===== src/rtl/tlv_stream_parser_core_defines.svh =====
// ---------------------------------------------------------------------------
// TLV stream parser assertion macros
// Concurrent assertion helpers, clocked on clk and disabled during reset.
// ---------------------------------------------------------------------------
`ifndef TLV_STREAM_PARSER_CORE_DEFINES_SVH
`define TLV_STREAM_PARSER_CORE_DEFINES_SVH

`ifndef SYNTHESIS
`define TLVSP_ASSERT_ALWAYS(lbl, expr) \
    lbl: assert property (@(posedge clk) disable iff (!rst_n) (expr)) \
        else $error("assertion failed");
`define TLVSP_ASSERT_IMPLY(lbl, ante, cons) \
    lbl: assert property (@(posedge clk) disable iff (!rst_n) (ante) |-> (cons)) \
        else $error("assertion failed");
`define TLVSP_ASSERT_NEXT(lbl, ante, cons) \
    lbl: assert property (@(posedge clk) disable iff (!rst_n) (ante) |=> (cons)) \
        else $error("assertion failed");
`else
`define TLVSP_ASSERT_ALWAYS(lbl, expr)
`define TLVSP_ASSERT_IMPLY(lbl, ante, cons)
`define TLVSP_ASSERT_NEXT(lbl, ante, cons)
`endif

`endif


===== src/rtl/tlvsp_pkg.sv =====
// ---------------------------------------------------------------------------
// TLV stream parser package
// Constants, event and status codes and the result type of the parser.
// ---------------------------------------------------------------------------
`default_nettype none

package tlvsp_pkg;

    localparam int POSITION_BITS = 20;
    localparam int LENGTH_BITS   = 20;
    localparam int CMP_BITS      = ((POSITION_BITS > LENGTH_BITS) ?
                                    POSITION_BITS : LENGTH_BITS) + 2;

    localparam int HDR_LEN     = 5;
    localparam int REC_HDR_LEN = 3;
    localparam int MAGIC_LEN   = 4;

    localparam logic [7:0] VERSION_BYTE = 8'h01;

    localparam int FIFO_DEPTH    = 4;
    localparam int FIFO_PTR_BITS = $clog2(FIFO_DEPTH);
    localparam int FIFO_CNT_BITS = $clog2(FIFO_DEPTH + 1);

    localparam logic [1:0] EV_HEADER  = 2'd0;
    localparam logic [1:0] EV_PAYLOAD = 2'd1;
    localparam logic [1:0] EV_FINISH  = 2'd2;

    localparam logic [2:0] ST_OK          = 3'd0;
    localparam logic [2:0] ST_TOO_SMALL   = 3'd1;
    localparam logic [2:0] ST_BAD_MAGIC   = 3'd2;
    localparam logic [2:0] ST_BAD_VERSION = 3'd3;
    localparam logic [2:0] ST_TRUNC_HDR   = 3'd4;
    localparam logic [2:0] ST_OVERRUN     = 3'd5;

    typedef struct packed {
        logic [1:0]  event_res;
        logic [7:0]  record_type;
        logic [15:0] record_length;
        logic [7:0]  payload_byte;
        logic [15:0] payload_index;
        logic [2:0]  status;
        logic        last_of_run;
    } result_t;

    function automatic logic [7:0] magic_byte(input logic [1:0] idx);
        logic [7:0] value;
        case (idx)
            2'd0:    value = 8'h54;
            2'd1:    value = 8'h4C;
            2'd2:    value = 8'h56;
            2'd3:    value = 8'h31;
            default: value = 8'h00;
        endcase
        return value;
    endfunction

    function automatic result_t finish_result(input logic [2:0] st);
        result_t r;
        r           = '0;
        r.event_res = EV_FINISH;
        r.status    = st;
        return r;
    endfunction

endpackage

`default_nettype wire


===== src/rtl/tlv_stream_parser_core.sv =====
// ---------------------------------------------------------------------------
// TLV stream parser core
// Parses a type-length-value buffer one byte per clock while in_stall is low
// and emits record header, payload and finish events.
// ---------------------------------------------------------------------------
// The input channel carries one buffer byte per request, with the buffer's
// length and a start flag on its first byte. The output channel carries one
// event per request: a record header, a payload byte, or a finish event with
// its status. A byte gives zero, one or two events; the last one it gives is
// marked by last_of_run.
// Every byte is parsed in the cycle it is accepted; its events are written to
// a four-entry registered output queue whose head drives the output. A byte
// can be accepted every cycle while in_stall is low; events leave at one per
// cycle while out_stall is low, which sets the sustained rate where bytes give
// two events. in_stall is high while fewer than two queue entries are free,
// so a stalled receiver holds the input back; nothing is lost.
// Reset empties the queue and leaves the parser idle until a byte with
// start_req arrives. Bytes without start_req while idle give no events.
// ---------------------------------------------------------------------------
`default_nettype none

`include "tlv_stream_parser_core_defines.svh"

module tlv_stream_parser_core
    import tlvsp_pkg::*;
(
    input  wire logic                   clk,
    input  wire logic                   rst_n,

    input  wire logic                   in_valid,
    output logic                        in_stall,
    input  wire logic [7:0]             data_byte,
    input  wire logic [LENGTH_BITS-1:0] buffer_length,
    input  wire logic                   start_req,

    output logic                        out_valid,
    input  wire logic                   out_stall,
    output logic [1:0]                  event_res,
    output logic [7:0]                  record_type,
    output logic [15:0]                 record_length,
    output logic [7:0]                  payload_byte,
    output logic [15:0]                 payload_index,
    output logic [2:0]                  status,
    output logic                        last_of_run
);

    typedef enum logic [2:0] {
        PH_HEADER,
        PH_TYPE,
        PH_LEN_HI,
        PH_LEN_LO,
        PH_PAYLOAD
    } phase_t;

    phase_t                   phase_reg, phase_next, eff_phase;
    logic [POSITION_BITS-1:0] byte_position_reg, byte_position_next, eff_pos;
    logic [7:0]               current_type_reg, current_type_next;
    logic [7:0]               length_high_reg, length_high_next;
    logic [15:0]              current_length_reg, current_length_next;
    logic [15:0]              payload_count_reg, payload_count_next;
    logic [LENGTH_BITS-1:0]   total_length_reg, total_length_next, eff_total;
    logic                     halted_reg, halted_next, eff_halted;

    logic [CMP_BITS-1:0]      pos_ext, pos_plus1, total_ext, overrun_end;
    logic [15:0]              new_length, count_inc;

    result_t                  res0, res1;
    logic [1:0]               push_count;
    logic                     finish_pushed;

    result_t                  fifo_mem_reg [FIFO_DEPTH];
    logic [FIFO_PTR_BITS-1:0] wr_ptr_reg, wr_ptr_next, rd_ptr_reg, rd_ptr_next;
    logic [FIFO_PTR_BITS-1:0] wr_ptr_second;
    logic [FIFO_CNT_BITS-1:0] fifo_count_reg, fifo_count_next;
    logic                     in_accept, out_accept;
    result_t                  head;

    assign in_stall   = fifo_count_reg > FIFO_CNT_BITS'(FIFO_DEPTH - 2);
    assign in_accept  = in_valid && !in_stall;
    assign out_valid  = fifo_count_reg != '0;
    assign out_accept = out_valid && !out_stall;

    assign eff_phase  = start_req ? PH_HEADER : phase_reg;
    assign eff_pos    = start_req ? '0 : byte_position_reg;
    assign eff_total  = start_req ? buffer_length : total_length_reg;
    assign eff_halted = start_req ? 1'b0 : halted_reg;

    assign pos_ext     = CMP_BITS'(eff_pos);
    assign pos_plus1   = pos_ext + CMP_BITS'(1);
    assign total_ext   = CMP_BITS'(eff_total);
    assign new_length  = {length_high_reg, data_byte};
    assign overrun_end = pos_plus1 + CMP_BITS'(new_length);
    assign count_inc   = payload_count_reg + 16'd1;

    always_comb
    begin
        phase_next          = phase_reg;
        byte_position_next  = byte_position_reg;
        current_type_next   = current_type_reg;
        length_high_next    = length_high_reg;
        current_length_next = current_length_reg;
        payload_count_next  = payload_count_reg;
        total_length_next   = total_length_reg;
        halted_next         = halted_reg;
        res0                = '0;
        res1                = '0;
        push_count          = 2'd0;

        if (in_accept)
        begin
            if (start_req)
            begin
                phase_next          = PH_HEADER;
                byte_position_next  = '0;
                current_type_next   = '0;
                length_high_next    = '0;
                current_length_next = '0;
                payload_count_next  = '0;
                total_length_next   = buffer_length;
                halted_next         = 1'b0;
            end

            if (start_req && (buffer_length < LENGTH_BITS'(HDR_LEN)))
            begin
                res0        = finish_result(ST_TOO_SMALL);
                push_count  = 2'd1;
                halted_next = 1'b1;
            end
            else if (!eff_halted)
            begin
                byte_position_next = eff_pos + POSITION_BITS'(1);
                case (eff_phase)
                    PH_HEADER:
                    begin
                        if (pos_ext < CMP_BITS'(MAGIC_LEN))
                        begin
                            if (data_byte != magic_byte(eff_pos[1:0]))
                            begin
                                res0        = finish_result(ST_BAD_MAGIC);
                                push_count  = 2'd1;
                                halted_next = 1'b1;
                            end
                        end
                        else if (data_byte != VERSION_BYTE)
                        begin
                            res0        = finish_result(ST_BAD_VERSION);
                            push_count  = 2'd1;
                            halted_next = 1'b1;
                        end
                        else if (pos_plus1 >= total_ext)
                        begin
                            res0        = finish_result(ST_OK);
                            push_count  = 2'd1;
                            halted_next = 1'b1;
                        end
                        else
                        begin
                            phase_next = PH_TYPE;
                        end
                    end
                    PH_TYPE:
                    begin
                        if ((pos_ext + CMP_BITS'(REC_HDR_LEN)) > total_ext)
                        begin
                            res0        = finish_result(ST_TRUNC_HDR);
                            push_count  = 2'd1;
                            halted_next = 1'b1;
                        end
                        else
                        begin
                            current_type_next = data_byte;
                            phase_next        = PH_LEN_HI;
                        end
                    end
                    PH_LEN_HI:
                    begin
                        length_high_next = data_byte;
                        phase_next       = PH_LEN_LO;
                    end
                    PH_LEN_LO:
                    begin
                        current_length_next = new_length;
                        if (overrun_end > total_ext)
                        begin
                            res0        = finish_result(ST_OVERRUN);
                            push_count  = 2'd1;
                            halted_next = 1'b1;
                        end
                        else
                        begin
                            res0.event_res     = EV_HEADER;
                            res0.record_type   = current_type_reg;
                            res0.record_length = new_length;
                            push_count         = 2'd1;
                            payload_count_next = '0;
                            if (new_length != 16'd0)
                            begin
                                phase_next = PH_PAYLOAD;
                            end
                            else if (pos_plus1 >= total_ext)
                            begin
                                res1        = finish_result(ST_OK);
                                push_count  = 2'd2;
                                halted_next = 1'b1;
                            end
                            else
                            begin
                                phase_next = PH_TYPE;
                            end
                        end
                    end
                    default:
                    begin
                        res0.event_res     = EV_PAYLOAD;
                        res0.record_type   = current_type_reg;
                        res0.record_length = current_length_reg;
                        res0.payload_byte  = data_byte;
                        res0.payload_index = payload_count_reg;
                        push_count         = 2'd1;
                        payload_count_next = count_inc;
                        if (count_inc >= current_length_reg)
                        begin
                            if (pos_plus1 >= total_ext)
                            begin
                                res1        = finish_result(ST_OK);
                                push_count  = 2'd2;
                                halted_next = 1'b1;
                            end
                            else
                            begin
                                phase_next = PH_TYPE;
                            end
                        end
                    end
                endcase
            end
        end

        if (push_count == 2'd1)
        begin
            res0.last_of_run = 1'b1;
        end
        if (push_count == 2'd2)
        begin
            res1.last_of_run = 1'b1;
        end
    end

    assign finish_pushed = ((push_count == 2'd1) && (res0.event_res == EV_FINISH)) ||
                           ((push_count == 2'd2) && (res1.event_res == EV_FINISH));

    assign wr_ptr_second   = wr_ptr_reg + FIFO_PTR_BITS'(1);
    assign wr_ptr_next     = wr_ptr_reg + FIFO_PTR_BITS'(push_count);
    assign rd_ptr_next     = rd_ptr_reg + FIFO_PTR_BITS'(out_accept);
    assign fifo_count_next = fifo_count_reg + FIFO_CNT_BITS'(push_count)
                             - FIFO_CNT_BITS'(out_accept);

    always_ff @(posedge clk or negedge rst_n)
    begin
        if (!rst_n)
        begin
            phase_reg          <= PH_HEADER;
            byte_position_reg  <= '0;
            current_type_reg   <= '0;
            length_high_reg    <= '0;
            current_length_reg <= '0;
            payload_count_reg  <= '0;
            total_length_reg   <= '0;
            halted_reg         <= 1'b1;
            wr_ptr_reg         <= '0;
            rd_ptr_reg         <= '0;
            fifo_count_reg     <= '0;
        end
        else
        begin
            phase_reg          <= phase_next;
            byte_position_reg  <= byte_position_next;
            current_type_reg   <= current_type_next;
            length_high_reg    <= length_high_next;
            current_length_reg <= current_length_next;
            payload_count_reg  <= payload_count_next;
            total_length_reg   <= total_length_next;
            halted_reg         <= halted_next;
            wr_ptr_reg         <= wr_ptr_next;
            rd_ptr_reg         <= rd_ptr_next;
            fifo_count_reg     <= fifo_count_next;
        end
    end

    always_ff @(posedge clk)
    begin
        if (push_count != 2'd0)
        begin
            fifo_mem_reg[wr_ptr_reg] <= res0;
        end
        if (push_count == 2'd2)
        begin
            fifo_mem_reg[wr_ptr_second] <= res1;
        end
    end

    assign head          = fifo_mem_reg[rd_ptr_reg];
    assign event_res     = head.event_res;
    assign record_type   = head.record_type;
    assign record_length = head.record_length;
    assign payload_byte  = head.payload_byte;
    assign payload_index = head.payload_index;
    assign status        = head.status;
    assign last_of_run   = head.last_of_run;

    `TLVSP_ASSERT_ALWAYS(a_fifo_bound, fifo_count_reg <= FIFO_CNT_BITS'(FIFO_DEPTH))
    `TLVSP_ASSERT_IMPLY(a_idle_silent, in_accept && !start_req && halted_reg, push_count == 2'd0)
    `TLVSP_ASSERT_NEXT(a_finish_halts, finish_pushed, halted_reg)

endmodule

`default_nettype wire


===== config.mk =====
export PLATFORM = sky130hd
export DESIGN_NAME = tlv_stream_parser_core
export DESIGN_NICKNAME = d
export VERILOG_FILES = /design/src/rtl/tlvsp_pkg.sv /design/src/rtl/tlv_stream_parser_core.sv
export VERILOG_INCLUDE_DIRS = /design/src /design/src/rtl
export SDC_FILE = /design/constraint.sdc
export NUM_CORES = 1
export LEC_CHECK = 0
export BUFFER_PORTS_ARGS = -buffer_cell sky130_fd_sc_hd__buf_2
export CAP_MARGIN = 20
export CORE_MARGIN = 3
export CORE_UTILIZATION = 55
export CTS_CLUSTER_DIAMETER = 40
export DETAILED_ROUTE_END_ITERATION = 16
export GPL_ROUTABILITY_DRIVEN = 0
export HOLD_SLACK_MARGIN = 0.12
export PLACE_DENSITY_LB_ADDON = 0.12
export SLEW_MARGIN = 20
export SYNTH_ARGS = -nofsm -noshare
export SYNTH_HDL_FRONTEND = slang
export SYNTH_SLANG_ARGS = --single-unit

===== constraint.sdc =====
create_clock -name clk -period 6.95 [get_ports clk]
set_input_delay 0.3475 -clock clk [delete_from_list [all_inputs] [get_ports clk]]
set_output_delay 0.3475 -clock clk [all_outputs]
set_load 0.05 [all_outputs]

==> results of run 1 <==
==> critical path: cells and delay by family, from the launching register on <==
kind,cells,cell delay [ps]
xor+xnor,4,690
fa+ha+maj,5,1430
compound gates,8,1710
simple gates,11,1950
flops,1,380
buf+inv,3,240
==> cell usage after synthesis (42+ instances only) <==
cell        n
inv_1      43
mux4_2     54
a21oi_1    47
dfxtp_1   208
nor2_1     65
dfrtp_1    98
clkbuf_1   93
a22o_1     54
o21ai_0   157
o31ai_1    64
nand4_1   200
nand2_1   132
ha_1      102
o31ai_2    42
==> how the worst max path moves through the flow <==
stage | end | slack (ps) | depth (start not counted)
6_report | fifo_count_reg[2]$_DFF_PN0_ | 440 | 31
5_1_grt | fifo_mem_reg[1][19]$_SDFFE_PP0P_ | 5 | 25
4_1_cts | fifo_mem_reg[2][12]$_SDFFE_PP0P_ | 300 | 25
3_5_place_dp | fifo_mem_reg[2][12]$_SDFFE_PP0P_ | 270 | 26
3_3_place_gp | fifo_count_reg[2]$_DFF_PN0_ | 290 | 27
2_1_floorplan | fifo_count_reg[2]$_DFF_PN0_ | 160 | 34
==> logic make-up (layout without fill, tap and decap cells) <==
kind of cell / count (synthesis) / after routing / synth area share, %
AND/OR/NAND/NOR: 583 / 583 / 17.8
AO/OA/AOI/OAI: 480 / 480 / 19.6
flip-flops: 315 / 315 / 38.7
buffers and inverters: 203 / 274 / 4.99
adder cells (fa/ha/maj): 104 / 104 / 7.41
multiplexers: 76 / 76 / 8.10
XOR/XNOR: 68 / 68 / 3.44
==> layout make-up <==
type,instances,share of cell area (%)
repair buffers,139,4.68
clock inverters,25,1.83
multi-input cells,1311,49.5
well taps,402,2.47
inverters,45,0.830
clock buffers,65,6.87
flip-flops and latches,315,33.8
==> power groups by stage <==
stage	registers, µW	clock network (µW)	logic [µW]
4_1_cts	2300	2630	1860
2_1_floorplan	2190	0	1440
3_3_place_gp	2330	0	1820
6_report	2310	2620	1870
5_1_grt	2340	2720	2020
3_5_place_dp	2340	0	1850
==> repair_timing <==
action,4_1_cts,5_1_grt
endpoints found under the setup margin,0,83
endpoints found under the hold margin,26,0
hold buffers,1,0
gates resized for setup,0,5
==> per-layer routing <==
layer  vias to the layer above  track usage [%]
met1                      7547             42.8
met2                       719             51.4
met4                         0             14.0
met3                       160             4.69
li1                       7083                -
met5                         -                0
==> metrics by stage <==
step | hold WS (ps) | util (%) | instances | setup WS [ps] | total power [µW]
4_1_cts | 214 | 64.0 | 2300 | 304 | 6790
3_3_place_gp | 280 | 58.4 | 2209 | 285 | 4150
3_5_place_dp | 285 | 58.4 | 2209 | 270 | 4190
5_1_grt | 227 | 64.2 | 2302 | 4.98 | 7090
6_report | 225 | 64.2 | 2302 | 437 | 6790
2_1_floorplan | 51.9 | - | 1829 | 165 | 3630
==> results.toml, run 1 <==
[status]
run_status = "finished, final reports clean"

[floorplanning]
die_h_um = 186
die_x_um = 186
start_util_pct = 56.0
rows = 65
io_pins = 89
dieArea_um2 = 34500
core_area_um2 = 31700

[clock_tree]
clock-root-buffer = "clkbuf_16"
cts_max_path_buffers = 3
cts_sinks = 315
post_cts_buffers = 0
cts_buffers = 48
h-tree-depth = 2
worstSkewPairLatency_ps = 570
cts_tree = "yes"
clk_pin_slew_worst_paths_ps = 60

[critical_path]
cp-startpoint = "byte_position_reg[1]$_DFFE_PN0P_"
arrival_ps = 6960
reg2reg_to = "fifo_count_reg[2]$_DFF_PN0_"
critPathLaunchType = "flip-flop"
cp_common_cell = "ha_1"
ff2ff_setup_slack_ps = 440
critPathRequiredTime_ps = 7400
worstRegToRegCells = 31
crit_path_end_kind = "flip-flop"
slowest_stage = "a31oi_1"
r2r-start = "byte_position_reg[1]$_DFFE_PN0P_"
path_class = "reg2reg"
crit_path_max_fanout = 8
max_stage_delay_ps = 450

[power]
p_int_uw = 4430
p_leak_uw = 0.00834
ir_worst_vdd_mv = 0.224
powerDensity_nw_per_um2 = 334
power.share.switching_pct = 34.7
seqPwrFrac_pct = 34.0
pwr-share-clk_pct = 38.5
p_comb_share_pct = 27.5
p_sw_uw = 2360

[drt]
met1_length_um = 22600
initialDrtViolationCount = 1471
top_layer_used = "met4"
drcViolationCount = 0
vias = 15509
drt_wl_total_um = 55100
ant_nets = 0
avgRoutedWirePerCell_um = 23.9
wl_met3_um = 4240
viasPerCell = 6.74
wl_met2_um = 25600
drt_pass1_iterations = 5

[hold_path]
min_path_cells = 3
min_path_type = "in2reg"
hold_path_end = "total_length_reg[0]$_DFFE_PN0P_"
hold_start = "buffer_length[0]"

[final_layout]
largest_reg_flops = 216
final_cell_mix = "dfxtp_1, nand4_1, o21ai_0"
multi_input_comb_area_um2 = 10100
final_common_cell = "dfxtp_1"
antenna_cells = 0
fin_area_um2 = 20400
ff_latch_area_um2 = 6890
nNetsFinal = 1997
drive_gt1_share_pct = 18.9
area_delta_synth_final_pct = 14.6
fill_cells = 2636

[timing]
period_needed_ps = 6510
tightest_slew_ps = 1070
setup_violations = 0
fin_skew_ps = 26.3
period_share_pct = 93.7
hold_viol_final = 0
timing.setup.tns_ps = 0
max_freq_ghz = 0.154
slew_viol_final = 0
slew_headroom_pct = 28.8
rsz0062_at_grt = "false"

[grt]
grt-ovfl-total = 0
grt_usage_pct = 31.8
grt_antenna_before_repair = 0
first_global_vias = 14927
grt_start_max_net_pins = 74
grt_pass1_wl_um = 86400

[synthesis]
async_reset_ff_share_pct = 31.4
syn_nets = 1966
synth_cell_types = 86
synthTopCellsByArea = "dfxtp_1, dfrtp_1, ha_1"
avgSynthCellArea_um2 = 9.72
synth_cells = 1829
ys_seq_elements = 315
synth_top_area_cell = "dfxtp_1"
synth_warnings = 0
ys.flop_type = "dfxtp_1"
synth_top_area_share_pct = 23.4
ys_seq_area_share_pct = 38.7
synth_edf_count = 8
synth_area_um2 = 17800

[placed_design]
detailed_place.area_um2 = 18500
dp.final_hpwl_um = 36500
portBuffers = 88

[flow_run]
drv_cap = 0
No activity file was read; power rests on OpenSTA's default activity.
==> inputs of run 2 (changes only) <==
--- a/config.mk
+++ b/config.mk
@@ -6,6 +6,7 @@
 export SDC_FILE = /design/constraint.sdc
 export NUM_CORES = 1
 export LEC_CHECK = 0
+export ABC_AREA = 1
 export BUFFER_PORTS_ARGS = -buffer_cell sky130_fd_sc_hd__buf_2
 export CAP_MARGIN = 20
 export CORE_MARGIN = 3
==> run 2 against run 1 <==
Net effect: register-to-register slack improved by 130 ps; global-route usage is 0.91 points lower; critical endpoint is now fifo_mem_reg[3][27]$_SDFFE_PP0P_; clock skew shrank 8.6 ps; synthesized cell count is 58% higher; cell area is 7.6% higher; highest routed layer is now met5; maximum frequency grew 2.1%; total power grew 65%; cell count rose by 47%; first-iteration DRC count is 33% higher.
==> results.toml, run 2 <==
[final_layout]
final_common_cell = "nand2_1"
final_cell_mix = "nand2_1, nor2_1, a21oi_1"
drive_gt1_share_pct = 8.59
fin_area_um2 = 21900
layoutNonFillerInstCount = 3392
largest_reg_flops = 216
nNetsFinal = 3030
area_delta_synth_final_pct = 11.3

[floorplanning]
rows = 68
die_h_um = 195
io_pins = 89
core_area_um2 = 34900
dieArea_um2 = 38100
start_util_pct = 56.5
die_x_um = 195

[synthesis]
synth_common_cells = "nand2_1, nor2_1, a21oi_1"
ys_seq_area_share_pct = 34.9
async_reset_ff_share_pct = 31.4
synth_area_um2 = 19700
synth_warnings = 0
synth_top_area_share_pct = 21.1
avgSynthCellArea_um2 = 6.82
synth_top_area_cell = "dfxtp_1"
ys.flop_type = "dfxtp_1"
synth_cell_types = 55
ys_seq_elements = 315
syn_nets = 3026
synthMostInstantiatedCell = "nand2_1"
synthTopCellsByArea = "dfxtp_1, dfrtp_1, nand2_1"
synth_edf_count = 8
synth_cells = 2889

[clock_tree]
cts_sinks = 315
clk_pin_slew_worst_paths_ps = 50
cts_tree = "yes"
post_cts_buffers = 0
cts_buffers = 52
cts_max_path_buffers = 3
h-tree-depth = 2
cts-resized-gates = 0
clock-root-buffer = "clkbuf_16"
worstSkewPairLatency_ps = 590

[hold_path]
hold_path_end = "current_length_reg[1]$_DFFE_PN0P_"
min_path_type = "in2reg"
hold_start = "data_byte[1]"
min_path_cells = 3

[grt]
first_global_vias = 18371
grt-ovfl-total = 0
grt_usage_pct = 30.9
grt_start_max_net_pins = 98
grt_pass1_wl_um = 96800
grt_antenna_before_repair = 3

[placed_design]
detailed_place.area_um2 = 20100
dp.final_hpwl_um = 39900
dpl.cell_count = 3293
pre_cts_ws_ps = 529
portBuffers = 88

[critical_path]
r2r-start = "byte_position_reg[1]$_DFFE_PN0P_"
arrival_ps = 6850
crit_path_end_kind = "flip-flop"
path_delay_family = "simple AND/OR/NAND/NOR gates"
path_class = "reg2reg"
worstRegToRegCells = 40
critPathRequiredTime_ps = 7420
slowest_stage = "dfrtp_1"
max_stage_delay_ps = 400
worst-path-buf-inv = 4
critPathLaunchType = "flip-flop"
reg2reg_to = "fifo_mem_reg[3][27]$_SDFFE_PP0P_"
cp_common_cell = "nand2_1"
crit_path_max_fanout = 51
ff2ff_setup_slack_ps = 570

[timing]
timing.setup.tns_ps = 0
slew_viol_final = 0
period_needed_ps = 6380
max_freq_ghz = 0.157
setup_violations = 0
hold_viol_final = 0
rsz0062_at_grt = "false"
slew_headroom_pct = 29.0
tightest_slew_ps = 1070
period_share_pct = 91.8
setup_slack_ps = 572
fin_skew_ps = 17.7
worst_hold_slack_ps = 179

[drt]
drt_pass1_iterations = 8
initialDrtViolationCount = 1952
ant_nets = 0
viasPerCell = 5.74
avgRoutedWirePerCell_um = 17.8
vias = 19468
drcViolationCount = 0
drt_wl_total_um = 60500

[flow_run]
drv_cap = 0

[status]
run_status = "finished, final reports clean"

[power]
powerDensity_nw_per_um2 = 513
p_leak_uw = 0.0112
ir_worst_vdd_mv = 0.540
==> run 2: changes by cell type after synthesis, sizes merged, moves of 69 or more <==
cell,delta
o31ai,-93
nand2,+470
nand3,+157
o21ai,+69
nand4,-181
inv,+214
nor2,+402
a21oi,+242
==> run 2: worst reg2reg max path: cells and delay by family, from the launching register on <==
kind	cells	cell delay, ps
simple gates	25	2970
compound gates	7	1260
fa+ha+maj	3	820
buf+inv	4	660
flops	1	400
xor+xnor	1	160
==> run 2: report_power, final <==
part           leakage, µW  internal, µW  total, µW  switching (µW)
combinational      0.00720          1510       5460            3940
sequential         0.00312          2650       3130             483
clock             0.000871          1690       2650             952
==> run 2: logic make-up after synthesis <==
kind of cell	after synthesis	share of synthesized area, %
and+or+nand+nor	1321	27.7
AOI/OAI and AO/OA	637	17.3
buffers and inverters	435	9.87
DFF	315	34.9
adders and majority gates	104	6.68
xor gates and xnor gates	65	2.89
muxes	12	0.610
==> run 2: how the worst max path moves through the flow <==
stage | slack, ps | start | cells past startpoint | endpoint
after global routing | 20 | byte_position_reg[1]$_DFFE_PN0P_ | 40 | fifo_mem_reg[3][20]$_SDFFE_PP0P_
after detailed placement | 530 | start_req | 42 | fifo_mem_reg[3][29]$_SDFFE_PP0P_
final | 570 | byte_position_reg[1]$_DFFE_PN0P_ | 40 | fifo_mem_reg[3][27]$_SDFFE_PP0P_
after global placement | 770 | start_req | 39 | fifo_mem_reg[3][30]$_SDFFE_PP0P_
after floorplan | 700 | start_req | 37 | fifo_count_reg[2]$_DFF_PN0_
after CTS | 650 | byte_position_reg[1]$_DFFE_PN0P_ | 40 | fifo_mem_reg[3][27]$_SDFFE_PP0P_
==> run 2: final cells by class <==
class	instances	area, µm²
clock buffer	67	1440
timing repair buffer	124	753
inverter	261	986
clock inverter	29	359
tap	455	569
antenna	2	5.00
sequential	315	6880
fill	3252	13000
multi-input combinational	2139	10900
==> run 2: what timing repair did <==
| item | CTS | global route |
|---|---|---|
| endpoints found under the setup margin | 0 | 0 |
| hold buffers | 1 | 0 |
| endpoints found under the hold margin | 54 | 0 |
==> run 2: metrics by stage <==
stage	utilization [%]	power (µW)
global placement	57.6	8420
global route	62.8	12000
CTS	62.8	11200
detailed placement	57.6	8540
floorplan	-	7210
finish	62.8	11200
==> run 2: per-layer routing <==
layer	global-route usage [%]	part of all wire, %	vias up
met2	50.2	45	793
met1	41.2	43	8998
met5	0	0.015	-
li1	-	-	9521
met3	5.78	7.9	154
met4	11.9	3.8	2
